$ cat src/rtl/plid_pkg.sv
`timescale 1ns / 1ps

package plid_pkg;

    // Default number of list slots.
    localparam int unsigned PLID_CAPACITY = 16;

    // Width of one list element.
    localparam int unsigned ELEM_W = 32;

    // Request codes carried on req_type.
    typedef enum logic [1:0] {
        REQ_INSERT = 2'd0,
        REQ_DELETE = 2'd1,
        REQ_READ   = 2'd2
    } plid_req_t;

    // Status codes returned with every response word.
    typedef enum logic [1:0] {
        ST_OK    = 2'd0,
        ST_RANGE = 2'd1,
        ST_FULL  = 2'd2
    } plid_status_t;

    // Shift command broadcast to every cell of the chain.
    typedef struct packed {
        logic ins;
        logic del;
    } plid_cmd_t;

endpackage

$ cat src/rtl/positional_list_insert_delete.sv
`timescale 1ns / 1ps
// Latency: a response word is registered in the cycle after its request word is accepted.
// Throughput: one request per cycle while each response is taken; every cell shifts in parallel.
// A new request is taken while the previous response waits, as long as it is taken then.
// Reset: rst_n clears the element count and the response valid; the list starts empty
// and stored elements hold no reset value.

module positional_list_insert_delete
    import plid_pkg::*;
#(
    parameter int unsigned CAPACITY = PLID_CAPACITY,
    parameter int unsigned CNT_W    = $clog2(CAPACITY + 1)
)
(
    input  logic                     clk,
    input  logic                     rst_n,
    input  logic                     req_valid,
    output logic                     req_ready,
    input  logic [1:0]               req_type,
    input  logic [CNT_W-1:0]         position,
    input  logic signed [ELEM_W-1:0] new_value,
    output logic                     rsp_valid,
    input  logic                     rsp_ready,
    output logic signed [ELEM_W-1:0] out_value,
    output logic [1:0]               status,
    output logic [CNT_W-1:0]         element_count
);

    localparam logic [CNT_W-1:0] CAP_CNT = CNT_W'(CAPACITY);

    logic                     accept;
    logic [CNT_W-1:0]         count_reg;
    logic [CNT_W-1:0]         count_next;
    logic                     rsp_valid_reg;
    logic                     rsp_valid_next;
    logic signed [ELEM_W-1:0] out_value_reg;
    logic signed [ELEM_W-1:0] out_value_next;
    plid_status_t             status_reg;
    plid_status_t             status_next;
    logic [CNT_W-1:0]         element_count_reg;
    plid_cmd_t                cmd;
    logic                     take_word;

    logic signed [ELEM_W-1:0] cell_value [CAPACITY];
    logic signed [ELEM_W-1:0] cell_rd    [CAPACITY];
    logic signed [ELEM_W-1:0] rd_acc     [CAPACITY+1];

    // The response register frees up whenever its word is taken.
    assign req_ready = !rsp_valid_reg || rsp_ready;
    assign accept    = req_valid && req_ready;

    // Chain of cells, each linked to both neighbors.
    genvar g;
    generate
        for (g = 0; g < CAPACITY; g++)
        begin : g_cell
            logic signed [ELEM_W-1:0] lower;
            logic signed [ELEM_W-1:0] upper;

            if (g == 0)
            begin : g_first
                assign lower = '0;
            end
            else
            begin : g_mid_lo
                assign lower = cell_value[g-1];
            end

            if (g == CAPACITY - 1)
            begin : g_last
                assign upper = '0;
            end
            else
            begin : g_mid_hi
                assign upper = cell_value[g+1];
            end

            plid_cell #(
                .IDX   (g),
                .CNT_W (CNT_W)
            ) u_cell (
                .clk         (clk),
                .cmd         (cmd),
                .position    (position),
                .new_value   (new_value),
                .lower_value (lower),
                .upper_value (upper),
                .value       (cell_value[g]),
                .rd_word     (cell_rd[g])
            );

            // At most one cell drives its tap, so the taps are merged with OR.
            assign rd_acc[g+1] = rd_acc[g] | cell_rd[g];
        end
    endgenerate

    assign rd_acc[0] = '0;

    // Request decode: range and full checks, shift command and the new count.
    always_comb
    begin
        cmd            = '0;
        take_word      = 1'b0;
        status_next    = ST_RANGE;
        count_next     = count_reg;
        case (plid_req_t'(req_type))
            REQ_INSERT:
            begin
                if (position > count_reg)
                begin
                    status_next = ST_RANGE;
                end
                else if (count_reg == CAP_CNT)
                begin
                    status_next = ST_FULL;
                end
                else
                begin
                    status_next = ST_OK;
                    cmd.ins     = accept;
                    count_next  = count_reg + 1'b1;
                end
            end
            REQ_DELETE, REQ_READ:
            begin
                if ((position == '0) || (position > count_reg))
                begin
                    status_next = ST_RANGE;
                end
                else
                begin
                    status_next = ST_OK;
                    take_word   = 1'b1;
                    if (plid_req_t'(req_type) == REQ_DELETE)
                    begin
                        cmd.del    = accept;
                        count_next = count_reg - 1'b1;
                    end
                end
            end
            default:
            begin
                status_next = ST_RANGE;
            end
        endcase
        out_value_next = take_word ? rd_acc[CAPACITY] : '0;
    end

    // Response valid follows the handshake on both sides.
    always_comb
    begin
        rsp_valid_next = rsp_valid_reg;
        if (accept)
        begin
            rsp_valid_next = 1'b1;
        end
        else if (rsp_ready)
        begin
            rsp_valid_next = 1'b0;
        end
    end

    // Control state.
    always_ff @(posedge clk or negedge rst_n)
    begin
        if (!rst_n)
        begin
            count_reg     <= '0;
            rsp_valid_reg <= 1'b0;
        end
        else
        begin
            rsp_valid_reg <= rsp_valid_next;
            if (accept)
            begin
                count_reg <= count_next;
            end
        end
    end

    // Response payload, loaded with each accepted request.
    always_ff @(posedge clk)
    begin
        if (accept)
        begin
            out_value_reg     <= out_value_next;
            status_reg        <= status_next;
            element_count_reg <= count_next;
        end
    end

    assign rsp_valid     = rsp_valid_reg;
    assign out_value     = out_value_reg;
    assign status        = status_reg;
    assign element_count = element_count_reg;

endmodule

$ cat src/rtl/plid_cell.sv
`timescale 1ns / 1ps

module plid_cell
    import plid_pkg::*;
#(
    parameter int unsigned IDX   = 0,
    parameter int unsigned CNT_W = 5
)
(
    input  logic                     clk,
    input  plid_cmd_t                cmd,
    input  logic [CNT_W-1:0]         position,
    input  logic signed [ELEM_W-1:0] new_value,
    input  logic signed [ELEM_W-1:0] lower_value,
    input  logic signed [ELEM_W-1:0] upper_value,
    output logic signed [ELEM_W-1:0] value,
    output logic signed [ELEM_W-1:0] rd_word
);

    // Slot index (0-based) and element number (1-based) of this cell.
    localparam logic [CNT_W-1:0] MY_SLOT = CNT_W'(IDX);
    localparam logic [CNT_W-1:0] MY_NUM  = CNT_W'(IDX + 1);

    logic signed [ELEM_W-1:0] value_reg;
    logic signed [ELEM_W-1:0] value_next;

    // An insert takes the new word at its slot and shifts later cells up by one.
    // A delete pulls every cell from the removed element onward down by one.
    always_comb
    begin
        value_next = value_reg;
        if (cmd.ins)
        begin
            if (MY_SLOT == position)
            begin
                value_next = new_value;
            end
            else if (MY_SLOT > position)
            begin
                value_next = lower_value;
            end
        end
        else if (cmd.del)
        begin
            if (MY_NUM >= position)
            begin
                value_next = upper_value;
            end
        end
    end

    // Element storage holds no reset value; slots past the count are never shown.
    always_ff @(posedge clk)
    begin
        value_reg <= value_next;
    end

    assign value   = value_reg;
    // Read tap: this cell drives the read bus only when it holds the requested element.
    assign rd_word = (MY_NUM == position) ? value_reg : '0;

endmodule
$ cat config.mk
export PLATFORM = sky130hd
export DESIGN_NAME = positional_list_insert_delete
export DESIGN_NICKNAME = d
export VERILOG_FILES = /design/src/rtl/plid_pkg.sv /design/src/rtl/positional_list_insert_delete.sv /design/src/rtl/plid_cell.sv
export SDC_FILE = /design/constraint.sdc
export NUM_CORES = 1
export LEC_CHECK = 0
export ABC_AREA = 1
export BUFFER_PORTS_ARGS = -buffer_cell sky130_fd_sc_hd__buf_2
export CORE_MARGIN = 3
export CORE_UTILIZATION = 55
export CTS_CLUSTER_DIAMETER = 100
export CTS_CLUSTER_SIZE = 16
export DETAILED_ROUTE_END_ITERATION = 7
export PLACE_DENSITY = 0.75
export SYNTH_ARGS = -nofsm -noshare
export SYNTH_HDL_FRONTEND = slang
export SYNTH_SLANG_ARGS = --single-unit
$ cat constraint.sdc
create_clock -name clk -period 4.25 [get_ports clk]
set_input_delay 0.425 -clock clk [delete_from_list [all_inputs] [get_ports clk]]
set_output_delay 0.425 -clock clk [all_outputs]
set_load 0.03 [all_outputs]
==> run_results.csv <==
group,metric,value,unit
run_status,status,"finished clean",
power,ir_worst_vdd,0.283,mV
routing,via_per_inst,6.49,
final_layout,final_cell_area,33800,µm²
critical_path,critPathLaunchType,"flip-flop",
sta,rsz0062_at_grt,"no",
yosys,async_reset_ff_share,1.08,%
global_routing,grt_pass1_vias,25354,
floorplan,die_area,60600,µm²
routing,ant_nets,0,
critical_path,startpoint,"count_reg[2]",
final_layout,layout-drive-gt1-share,7.44,%
clock_network,cts_resized,0,
routing,routedWlPerCell,23.3,µm
critical_path,cp_common_cell,"nand2_1",
critical_path,rr_startpoint,"count_reg[2]",
yosys,yosysSeqAreaShare,52.6,%
place,numPortBuffers,83,
sta,tns,0,ps
critical_path,crit_family,"simple AND/OR/NAND/NOR gates",
yosys,synth_ff_type,"edfxtp_1",
clock_network,cts_tree,"built",
routing,totalWireLength,99000,µm
clock_network,root_buffer,"clkbuf_16",
power,p_leak,13.2,nW
sta,maxClockFrequency,263,MHz
routing,drcViolationCount,0,
global_routing,grt_pass1_wl,150000,µm
place,dp_hpwl,59300,µm
final_layout,fillers,4906,
global_routing,grt_max_degree,203,
sta,setup_viol,0,
floorplan,die_w,246,µm
clock_network,cts_made_buffers,40,
final_layout,multi_input_area,11600,µm²
sta,fin_skew,14.4,ps
final_layout,largest_reg_flops,512,
critical_path,path_max_fanout,21,
sta,post-route-min-period,3800,ps
routing,via_count,27504,
final_layout,ff_latch_area,16700,µm²
clock_network,cts_sinks,557,
sta,slew_viol_final,0,
critical_path,critPathMaxStageDelay,520,ps
critical_path,cp-end-kind,"flip-flop",
yosys,synth_nets,3628,
global_routing,antenna_found_initial,3,
yosys,yosysUniqueCellTypes,33,
final_layout,mostFrequentLayoutCells,"580 x inv_1, 560 x nand2_1, 551 x edfxtp_1",
sta,finalHoldViolations,0,
floorplan,core_area,56700,µm²
critical_path,cp_data_required_time,4460,ps
yosys,synth_edf_count,551,
sta,maxSlewHeadroom,32.7,%
sta,worst_pin_slew,1010,ps
final_layout,area_growth,6.50,%
critical_path,slowest_stage,"dfrtp_1",
sta,finalCritPeriodShare,89.5,%
critical_path,path_cells,"inv_1 -> ha_1 -> nand2_1 -> nand2_1 -> nand2_1 -> nand3_2 -> nand2_2 -> nand4_4 -> nand2_1 -> inv_1 -> nor2_4 -> buf_4",
clock_network,clk_latency,580,ps
floorplan,dieHeight,246,µm
power,power_density,348,nW/µm²
place,post-place-ws,488,ps
place,routabilityCongestion,0.863,
min_path,hold_start,"rsp_ready",
yosys,syn_area,31700,µm²
routing,dr.pass1.iters,6,
yosys,syn_area_per_cell,8.87,µm²
clock_network,clk_pin_slew,80,ps
flow_run,cap_violations,0,
clock_network,cts.path.max_buffers,3,
final_layout,nets,3527,
final_layout,layout_commonest_cell,"inv_1",
global_routing,grt_overflow_total,0,
global_routing,track_usage,32.1,%
critical_path,critPathBufInv,3,
critical_path,crit_type,"reg -> reg",
min_path,hp-class,"in -> reg",
floorplan,rows,87,
floorplan,pin_count,84,
routing,drt_iter0_markers,4161,
sta,worst_slack,447,ps
clock_network,htreeDepth,2,
yosys,synth_seq_cells,557,
place,place_area,32700,µm²
floorplan,start_util,55.9,%
yosys,postSynthCellCount,3575,
critical_path,cp_data_arrival_time,4010,ps
yosys,yosys_warnings,0,
-- timing repair --
item | in CTS | in global routing
hold endpoints to repair | 6 | 0
hold buffers | 1 | 0
setup buffers | 0 | 0
-- where the power goes --
part           total, W  switching (W)  internal, W  leakage [nW]
logic           0.00172        0.00126     0.000463          7.65
registers       0.00636      0.0000795      0.00628          5.08
clock network   0.00366        0.00192      0.00174         0.517
total            0.0117        0.00326      0.00848          13.2
-- cell type report --
| type | count | share of cell area, % |
|---|---|---|
| antenna | 2 | 0.0148 |
| tap | 756 | 2.80 |
| sequential | 557 | 49.4 |
| timing repair buffer | 163 | 3.68 |
| clock inverter | 1 | 0.0148 |
| clock buffer | 48 | 3.11 |
| inverter | 600 | 6.70 |
| multi-input combinational | 2112 | 34.3 |
-- worst paths after layout --
kind | endpoint | depth (start not counted) | slack, ps
min in group asynchronous | rsp_valid | 2 | 200
max | g_cell[6].u_cell.value[16] | 12 | 450
min reg2reg | rsp_valid | 2 | 520
min | rsp_valid | 4 | 120
max reg2reg | g_cell[6].u_cell.value[16] | 12 | 450
max in group asynchronous | count_reg[2] | 2 | 3890
-- per-stage QoR --
stage | std cells | util [%] | hold WS [ps] | power [W]
floorplan | 3575 | - | 129 | 0.00765
global placement | 4187 | 57.7 | 264 | 0.00814
detailed placement | 4187 | 57.7 | 264 | 0.00816
CTS | 4237 | 59.6 | 101 | 0.0117
global route | 4238 | 59.6 | 137 | 0.0121
finish | 4239 | 59.6 | 118 | 0.0117
-- cell usage after synthesis (5+ instances only) --
| cell | n | area share (%) |
|---|---|---|
| a21oi_1 | 35 | 0.55 |
| a31oi_1 | 16 | 0.32 |
| and2_1 | 20 | 0.39 |
| buf_1 | 24 | 0.28 |
| buf_2 | 68 | 1.1 |
| buf_4 | 15 | 0.35 |
| buf_6 | 12 | 0.43 |
| clkbuf_1 | 187 | 2.2 |
| dfrtp_1 | 6 | 0.47 |
| edfxtp_1 | 551 | 52 |
| ha_1 | 10 | 0.39 |
| inv_1 | 591 | 7.0 |
| inv_2 | 7 | 0.083 |
| nand2_1 | 568 | 6.7 |
| nand2_2 | 5 | 0.099 |
| nand3_1 | 76 | 1.2 |
| nand4_1 | 18 | 0.35 |
| nor2_1 | 149 | 1.8 |
| o211ai_1 | 450 | 11 |
| o21ai_0 | 437 | 6.9 |
| o21ai_1 | 18 | 0.28 |
| o22ai_1 | 292 | 5.8 |
| xor2_1 | 5 | 0.14 |
-- worst min-delay path, delay by kind of cell --
family / cells / cell delay, ps
buffers and inverters: 2 / 100
AND/OR/NAND/NOR: 2 / 140
-- metal layers --
layer	up-vias	part of all wire (%)	track usage (%)
li1	12395	-	-
met1	12964	38	43.9
met2	1842	45	50.4
met3	303	12	6.55
met4	0	4.4	12.9
met5	-	0	0
-- logic make-up after synthesis --
logic type / synth area share (%)
buffers and inverters: 11.4
adders and majority gates: 0.394
and+or+nand+nor: 10.9
AOI/OAI and AO/OA: 24.5
DFF: 52.6
xor gates and xnor gates: 0.166
Note: power is estimated with default switching activity, not from simulation.
